==> config.mk <==
export PLATFORM = sky130hd
export DESIGN_NAME = rc_pulse_width_capture_flat
export DESIGN_NICKNAME = d
export VERILOG_FILES = /design/src/hw/rtl/rcpw_pkg.sv /design/src/hw/rtl/rcpw_item_if.sv /design/src/hw/rtl/rcpw_result_if.sv /design/src/hw/rtl/rcpw_core.sv /design/src/hw/rtl/rc_pulse_width_capture.sv /design/src/flat_wrapper.sv
export SDC_FILE = /design/constraint.sdc
export NUM_CORES = 1
export LEC_CHECK = 0
export BUFFER_PORTS_ARGS = -buffer_cell sky130_fd_sc_hd__buf_4
export CAP_MARGIN = 0
export CELL_PAD_IN_SITES_DETAIL_PLACEMENT = 1
export CELL_PAD_IN_SITES_GLOBAL_PLACEMENT = 1
export CORE_MARGIN = 1.5
export CORE_UTILIZATION = 45
export CTS_CLUSTER_DIAMETER = 80
export DETAILED_ROUTE_END_ITERATION = 8
export PLACE_DENSITY_LB_ADDON = 0.1
export SKIP_CTS_REPAIR_TIMING = 1
export SYNTH_ARGS = -nofsm -noshare
export SYNTH_HDL_FRONTEND = slang
export SYNTH_HIERARCHICAL = 1
export SYNTH_SLANG_ARGS = --single-unit
==> constraint.sdc <==
create_clock -name clk -period 4.08 [get_ports clk]
set_input_delay 0.816 -clock clk [delete_from_list [all_inputs] [get_ports clk]]
set_output_delay 0.816 -clock clk [all_outputs]
set_load 0.02 [all_outputs]
==> src/hw/rtl/rcpw_pkg.sv <==
`timescale 1ns / 1ps

package rcpw_pkg;

  localparam int CHANNELS   = 3;
  localparam int ChanW      = 2;
  localparam int StampW     = 16;
  localparam int WidthW     = 16;
  localparam int CfgIndexW  = 2;
  localparam int CfgDataW   = 16;
  localparam int ChanIdxW   = (CHANNELS > 1) ? $clog2(CHANNELS) : 1;

  localparam logic [WidthW-1:0] MinWidthReset = WidthW'(1000);
  localparam logic [WidthW-1:0] MaxWidthReset = WidthW'(2000);
  localparam logic              HalveReset    = 1'b1;

  typedef enum logic {
    OP_EDGE = 1'b0,
    OP_READ = 1'b1
  } opcode_t;

  typedef enum logic [CfgIndexW-1:0] {
    CFG_MIN_WIDTH   = 2'd0,
    CFG_MAX_WIDTH   = 2'd1,
    CFG_HALVE_WIDTH = 2'd2
  } cfg_index_t;

  typedef struct packed {
    opcode_t           opcode;
    logic [ChanW-1:0]  channel;
    logic              pin_level;
    logic [StampW-1:0] timestamp;
    logic              clear_after_read;
  } item_t;

  typedef struct packed {
    logic [WidthW-1:0] min_width;
    logic [WidthW-1:0] max_width;
    logic              halve_width;
  } cfg_t;

  // true when the channel number names an implemented channel
  function automatic logic chan_valid(input logic [ChanW-1:0] ch);
    logic [ChanW+ChanIdxW-1:0] wide;
    wide = {{ChanIdxW{1'b0}}, ch};
    return wide < (ChanW + ChanIdxW)'(CHANNELS);
  endfunction

  function automatic logic [ChanIdxW-1:0] chan_index(input logic [ChanW-1:0] ch);
    logic [ChanW+ChanIdxW-1:0] wide;
    wide = {{ChanIdxW{1'b0}}, ch};
    return wide[ChanIdxW-1:0];
  endfunction

endpackage

==> src/hw/rtl/rcpw_item_if.sv <==
`timescale 1ns / 1ps

interface rcpw_item_if;
  logic                         valid;
  logic                         ready;
  logic                         opcode;
  logic [rcpw_pkg::ChanW-1:0]   channel;
  logic                         pin_level;
  logic [rcpw_pkg::StampW-1:0]  timestamp;
  logic                         clear_after_read;

  modport source (
    output valid, opcode, channel, pin_level, timestamp, clear_after_read,
    input  ready
  );
  modport sink (
    input  valid, opcode, channel, pin_level, timestamp, clear_after_read,
    output ready
  );
endinterface

==> src/hw/rtl/rcpw_result_if.sv <==
`timescale 1ns / 1ps

interface rcpw_result_if;
  logic                         valid;
  logic                         ready;
  logic [rcpw_pkg::WidthW-1:0]  width_value;

  modport source (output valid, width_value, input ready);
  modport sink (input valid, width_value, output ready);
endinterface

==> src/hw/rtl/rcpw_core.sv <==
`timescale 1ns / 1ps

module rcpw_core (
  input  logic                        clk,
  input  logic                        rst,
  input  logic                        fire,
  input  rcpw_pkg::item_t             item,
  input  rcpw_pkg::cfg_t              cfg,
  output logic [rcpw_pkg::WidthW-1:0] width_value
);

  logic [rcpw_pkg::StampW-1:0] rise_stamp [rcpw_pkg::CHANNELS];
  logic [rcpw_pkg::WidthW-1:0] last_width [rcpw_pkg::CHANNELS];

  logic                          ch_ok;
  logic [rcpw_pkg::ChanIdxW-1:0] idx;
  logic [rcpw_pkg::StampW-1:0]   stamp;
  logic [rcpw_pkg::StampW-1:0]   rise_cur;
  logic [rcpw_pkg::WidthW-1:0]   width_cur;
  logic [rcpw_pkg::WidthW-1:0]   scaled;

  assign ch_ok     = rcpw_pkg::chan_valid(item.channel);
  assign idx       = rcpw_pkg::chan_index(item.channel);
  // zero stamp is reserved for "no rise seen"
  assign stamp     = (item.timestamp == '0) ? rcpw_pkg::StampW'(1) : item.timestamp;
  assign rise_cur  = rise_stamp[idx];
  assign width_cur = last_width[idx];
  assign scaled    = cfg.halve_width ? (width_cur >> 1) : width_cur;

  always_comb begin
    if (!ch_ok || scaled < cfg.min_width || scaled > cfg.max_width) begin
      width_value = '0;
    end else begin
      width_value = scaled;
    end
  end

  always_ff @(posedge clk) begin
    if (rst) begin
      for (int i = 0; i < rcpw_pkg::CHANNELS; i++) begin
        rise_stamp[i] <= '0;
        last_width[i] <= '0;
      end
    end else if (fire && ch_ok) begin
      case (item.opcode)
        rcpw_pkg::OP_EDGE: begin
          if (item.pin_level) begin
            rise_stamp[idx] <= stamp;
          end else if (rise_cur != '0) begin
            last_width[idx] <= stamp - rise_cur;
            rise_stamp[idx] <= '0;
          end
        end
        rcpw_pkg::OP_READ: begin
          if (item.clear_after_read) begin
            last_width[idx] <= '0;
          end
        end
        default: begin
        end
      endcase
    end
  end

endmodule

==> src/hw/rtl/rc_pulse_width_capture.sv <==
`timescale 1ns / 1ps

// rc pulse width capture, one item per clock unless a read beat is stalled
//
// item channel: edge beats (opcode edge) carry a channel, the new pin level
//   and a timer stamp; read beats (opcode read) ask for a channel's last
//   measured width and may clear it afterwards
// result channel: one beat per read beat, none per edge beat
// config port: cfg_wr_en/cfg_index/cfg_data write min_width, max_width and
//   halve_width; write only while no beat is in flight
//
// path: a read beat passes the input register, then the result register fed
//   by the channel file lookup
// throughput: one beat per cycle unless stalled; per-channel state is read and
//   written together, so back-to-back beats on one channel see each other
// reset: all stamps and widths clear, limits return to 1000..2000, halving on
// stall: a held result stops the input stage only once a read beat reaches
//   it; edges ahead of that read keep flowing, and the input register plus
//   result register absorb one read beat each
module rc_pulse_width_capture (
  input  logic                          clk,
  input  logic                          rst,
  rcpw_item_if.sink                     item,
  rcpw_result_if.source                 result,
  input  logic                          cfg_wr_en,
  input  logic [rcpw_pkg::CfgIndexW-1:0] cfg_index,
  input  logic [rcpw_pkg::CfgDataW-1:0]  cfg_data
);

  rcpw_pkg::cfg_t  cfg;
  rcpw_pkg::item_t hold;
  logic            hold_valid;
  logic            fire;
  logic            hold_is_read;
  logic            out_free;
  logic [rcpw_pkg::WidthW-1:0] core_width;
  logic            out_valid;
  logic [rcpw_pkg::WidthW-1:0] out_width;

  // config registers
  always_ff @(posedge clk) begin
    if (rst) begin
      cfg.min_width   <= rcpw_pkg::MinWidthReset;
      cfg.max_width   <= rcpw_pkg::MaxWidthReset;
      cfg.halve_width <= rcpw_pkg::HalveReset;
    end else if (cfg_wr_en) begin
      case (rcpw_pkg::cfg_index_t'(cfg_index))
        rcpw_pkg::CFG_MIN_WIDTH:   cfg.min_width   <= cfg_data[rcpw_pkg::WidthW-1:0];
        rcpw_pkg::CFG_MAX_WIDTH:   cfg.max_width   <= cfg_data[rcpw_pkg::WidthW-1:0];
        rcpw_pkg::CFG_HALVE_WIDTH: cfg.halve_width <= cfg_data[0];
        default: begin
        end
      endcase
    end
  end

  // input stage advances unless a read is blocked by an unaccepted result
  assign hold_is_read = (hold.opcode == rcpw_pkg::OP_READ);
  assign out_free     = !out_valid || result.ready;
  assign fire         = hold_valid && (!hold_is_read || out_free);
  assign item.ready   = !hold_valid || fire;

  always_ff @(posedge clk) begin
    if (rst) begin
      hold_valid <= 1'b0;
    end else if (item.ready) begin
      hold_valid <= item.valid;
    end
  end

  // payload register, no reset needed
  always_ff @(posedge clk) begin
    if (item.valid && item.ready) begin
      hold.opcode           <= rcpw_pkg::opcode_t'(item.opcode);
      hold.channel          <= item.channel;
      hold.pin_level        <= item.pin_level;
      hold.timestamp        <= item.timestamp;
      hold.clear_after_read <= item.clear_after_read;
    end
  end

  // per-channel stamp and width file plus the read scaling and limit check
  rcpw_core u_core (
    .clk         (clk),
    .rst         (rst),
    .fire        (fire),
    .item        (hold),
    .cfg         (cfg),
    .width_value (core_width)
  );

  // result register
  always_ff @(posedge clk) begin
    if (rst) begin
      out_valid <= 1'b0;
    end else if (fire && hold_is_read) begin
      out_valid <= 1'b1;
    end else if (result.ready) begin
      out_valid <= 1'b0;
    end
  end

  always_ff @(posedge clk) begin
    if (fire && hold_is_read) begin
      out_width <= core_width;
    end
  end

  assign result.valid       = out_valid;
  assign result.width_value = out_width;

  // a processed read always lands in the result register
  a_read_gives_result: assert property (@(posedge clk) disable iff (rst)
    (fire && hold_is_read) |=> out_valid)
    else $error("read beat produced no result");

  // an edge never creates a result
  a_edge_no_result: assert property (@(posedge clk) disable iff (rst)
    (fire && !hold_is_read && !out_valid) |=> !out_valid)
    else $error("edge beat produced a result");

  // a blocked input stage must hold off the item channel
  a_blocked_not_ready: assert property (@(posedge clk) disable iff (rst)
    (hold_valid && !fire) |-> !item.ready)
    else $error("input taken while stage blocked");

  // a read never overwrites a result still waiting
  a_no_overwrite: assert property (@(posedge clk) disable iff (rst)
    (out_valid && !result.ready) |-> !(fire && hold_is_read))
    else $error("pending result overwritten");

endmodule
==> src/flat_wrapper.sv <==
// flat-port wrapper written by rule: the top's interface ports become plain ports
module rc_pulse_width_capture_flat 
  (clk, rst, cfg_wr_en, cfg_index, cfg_data, item_valid, item_opcode, item_channel, item_pin_level, item_timestamp, item_clear_after_read, item_ready, result_valid, result_width_value, result_ready);
  rcpw_item_if item_i ();
  rcpw_result_if result_i ();
  input  logic clk;
  input  logic rst;
  input  logic cfg_wr_en;
  input  logic [rcpw_pkg::CfgIndexW-1:0] cfg_index;
  input  logic [rcpw_pkg::CfgDataW-1:0] cfg_data;
  input wire logic [$bits(item_i.valid)-1:0] item_valid;
  input wire logic [$bits(item_i.opcode)-1:0] item_opcode;
  input wire logic [$bits(item_i.channel)-1:0] item_channel;
  input wire logic [$bits(item_i.pin_level)-1:0] item_pin_level;
  input wire logic [$bits(item_i.timestamp)-1:0] item_timestamp;
  input wire logic [$bits(item_i.clear_after_read)-1:0] item_clear_after_read;
  output wire logic [$bits(item_i.ready)-1:0] item_ready;
  output wire logic [$bits(result_i.valid)-1:0] result_valid;
  output wire logic [$bits(result_i.width_value)-1:0] result_width_value;
  input wire logic [$bits(result_i.ready)-1:0] result_ready;
  assign item_i.valid = item_valid;
  assign item_i.opcode = item_opcode;
  assign item_i.channel = item_channel;
  assign item_i.pin_level = item_pin_level;
  assign item_i.timestamp = item_timestamp;
  assign item_i.clear_after_read = item_clear_after_read;
  assign item_ready = item_i.ready;
  assign result_valid = result_i.valid;
  assign result_width_value = result_i.width_value;
  assign result_i.ready = result_ready;
  rc_pulse_width_capture u_core (.clk(clk), .rst(rst), .item(item_i), .result(result_i), .cfg_wr_en(cfg_wr_en), .cfg_index(cfg_index), .cfg_data(cfg_data));
endmodule
==> key figures <==
Layout
  • Commonest non-fill, non-tap cells in the layout: edfxtp_1, buf_4, nor2_1
  • Area grow syn2layout: 14.5%
  • Final Util: 52.3%
  • Commonest non-fill, non-tap cell in the layout: edfxtp_1
  • Fin nets: 1004
  • Layout cells sized above 1: 18.1%
  • Layout filler cell count: 2352
  • N_diodes: 0

Worst setup path
  • Worst flop-to-flop path endpoint: u_core/u_core/last_width[0][10]$_SDFFCE_PN0P_
  • Critical path depth: 12
  • CP bufs+invs: 2
  • Delay-heaviest family, CP: multiplexers
  • Worst endpoint required time: 4.26 ns
  • Crit Path Class: flip-flop to flip-flop
  • CP arrival: 4.01 ns
  • Crit-path cells: buf_12 -> mux4_1 -> inv_1 -> ha_1 -> or3b_2 -> mux2i_1 -> o311ai_1 -> a21oi_1 -> a21oi_1 -> a21boi_0 -> mux2i_1 -> nor2_1
  • Worst reg-to-reg setup slack: 0.24 ns
  • Worst-path maximum fanout: 32
  • RR Startpoint: u_core/hold[18]$_DFFE_PP_
  • Crit. End Element: flip-flop
  • CP max stage delay: 0.66 ns
  • Slowest CP cell: mux4_1
  • Startpoint type of the worst setup path: flip-flop
  • Critical Path Start: u_core/hold[18]$_DFFE_PP_
  • CP endpoint: u_core/u_core/last_width[0][10]$_SDFFCE_PN0P_
  • Reg2Reg Depth: 12

Synth
  • Syn Std Cell Area: 0.0103 sq mm
  • Syn avg cell area: 12.4 sq um
  • Seq cells post-synth: 200
  • Synth cell types: 61
  • Ys flop type: edfxtp_1
  • Yosys warns: 6
  • Post-synth ARST share: 0%
  • Post-synth EDFFs: 165
  • Register area share after synthesis: 54.8%
  • Cells after synthesis: 830

Floorplan
  • Starting Density: 45.7%
  • Die X: 154 um
  • Site Rows: 55
  • Chip height: 154 um
  • Floorplan Core Area: 0.0226 sq mm
  • Total I/O pin count: 62
  • Die Area: 0.0238 sq mm

STA
  • Final hold violations: 0
  • Worst rel slew slack: 27.1%
  • Final Skew: 0.0126 ns
  • Setup ws final: 0.241 ns
  • Final max-slew violation count: 0
  • Minimum clock period: 3.84 ns
  • Worst-margin pin slew: 1.09 ns
  • Period utilisation layout: 94.1%
  • Peak Freq: 260 MHz
  • RSZ-0062 raised after global routing: no
  • Setup violations, final: 0
  • Setup TNS: 0 ns

GRT
  • Tot GR Track Use: 23.0%
  • Number of global-route vias before repair: 7272
  • Total congestion overflow: 0
  • Largest net degree at the start of global routing: 63
  • Initial antenna violation count: 0
  • First-pass GRT wire length: 41.4 mm

Flow run
  • Max Cap Viol: 0

Clock network
  • Clk slew on worst S/H paths: 0.07 ns
  • Number of H-tree levels: 4
  • Cts bufs inserted: 17
  • Sink Count: 200
  • Max Buffers Root-to-Sink: 2
  • Worst-skew pair later-pin latency: 0.44 ns
  • Root buffer cell: clkbuf_16
  • CTS tree: built

Placed design
  • Input/output buffers: 61
  • DPL Wire Length: 18.7 mm
  • Final GP Congestion: 0.888
  • Pre-CTS setup slack: 0.255 ns

Routing
  • Antenna-violating nets left: 0
  • Routed WL per cell: 21.5 um
  • Initial DRC count: 262
  • DR vias: 6691
  • Residual DRC: 0
  • Via-to-Cell Ratio: 5.51
  • TritonRoute pass-1 iters: 5
  • Final WL: 26.1 mm

Power
  • Total power: 4.89 mW
  • Lkg Pwr: 4.96 nW
  • PwrDens: 414 mW/mm^2
  • Worst vdd ir: 0.000260 V

Outcome
  • Status: finished clean

Min path
  • HP Class: flip-flop to flip-flop
  • Hold path start: u_core/cfg[19]$_SDFFE_PP0P_
[where the power goes]
part           internal [mW]  leakage (nW)  switching [mW]
logic                  0.326          2.73           0.482
clock network          0.869         0.284           0.828
registers               2.33          1.95          0.0477
[flip-flops by register name, summed over array words and instances (netlist names)]
| name | flops |
|---|---|
| u_core/result.valid | 1 |
| u_core/result.width_value | 16 |
| u_core/u_core/last_width | 64 |
| u_core/hold_valid | 1 |
| u_core/hold | 20 |
| u_core/hold_is_read | 1 |
| u_core/u_core/rise_stamp | 64 |
| u_core/cfg | 33 |
[area by class of cell]
| type | instances | area, sq um | area share (%) |
|---|---|---|---|
| Clock buffer | 17 | 425 | 3.60 |
| Clock inverter | 15 | 160 | 1.36 |
| Inverter | 53 | 199 | 1.68 |
| Multi-Input combinational cell | 557 | 4330 | 36.7 |
| Sequential cell | 200 | 5660 | 47.9 |
| Tap cell | 285 | 357 | 3.02 |
| Timing Repair Buffer | 87 | 678 | 5.74 |
[through the flow]
step | instance area [sq um] | std cells | hold WS [ns]
after CTS | 11800 | 1214 | 0.485
after detailed placement | 11200 | 1182 | 0.466
after global routing | 11800 | 1214 | 0.506
final | 11800 | 1214 | 0.481
after global placement | 11200 | 1182 | 0.466
after floorplan | 10400 | 861 | 0.449
[cell families after synthesis]
family,share of synthesized area (%)
AO/OA/AOI/OAI,4.11
adder cells (fa/ha/maj),5.61
multiplexers,12.7
buffers and inverters,4.37
flip-flops,54.8
other,0.0364
AND/OR/NAND/NOR,16.3
XOR/XNOR,1.97
[worst min path at each step]
stage	depth (start not counted)	endpoint	slack [ns]
2_1_floorplan	2	u_core/cfg[21]$_SDFFE_PP0P_	0.45
3_3_place_gp	2	u_core/cfg[14]$_SDFFE_PP0P_	0.47
3_5_place_dp	2	u_core/cfg[12]$_SDFFE_PP0P_	0.47
4_1_cts	2	u_core/cfg[19]$_SDFFE_PP0P_	0.48
5_1_grt	2	u_core/cfg[15]$_SDFFE_PP0P_	0.51
6_report	2	u_core/cfg[19]$_SDFFE_PP0P_	0.48
[metal layers]
metal | vias up | share of wire (%) | GRT usage, %
met4 | 0 | 1.9 | 7.19
li1 | 3143 | - | -
met1 | 3407 | 42 | 27.5
met2 | 111 | 53 | 42.9
met3 | 30 | 2.6 | 3.05
met5 | - | 0 | 0
[cells in the mapped netlist (10+ instances only)]
library cell  count  area [sq um]
mux2_2           15           169
mux4_2           19           428
dfxtp_1          35           701
nand2_1          33           124
and3_1           46           288
nor3b_1          16           120
clkbuf_1         33           124
a21oi_1          14          70.1
edfxtp_1        165          4950
inv_1            53           199
nor2_1           86           323
nor2b_1          10          62.6
mux4_1           12           315
mux2i_1          40           400
xnor2_1          17           149
a21o_1           15           113
and2_1           17           106
nor3_1           13          65.1
nand2b_1         45           282
buf_2            11          55.1
ha_1             43           538
[worst min-delay path, cell delays in order (launching register included)]
cell and delay (ns):
dfxtp_1 0.31, nand2b_1 0.06, mux2i_1 0.06
Power figures use the tool's default switching activity.
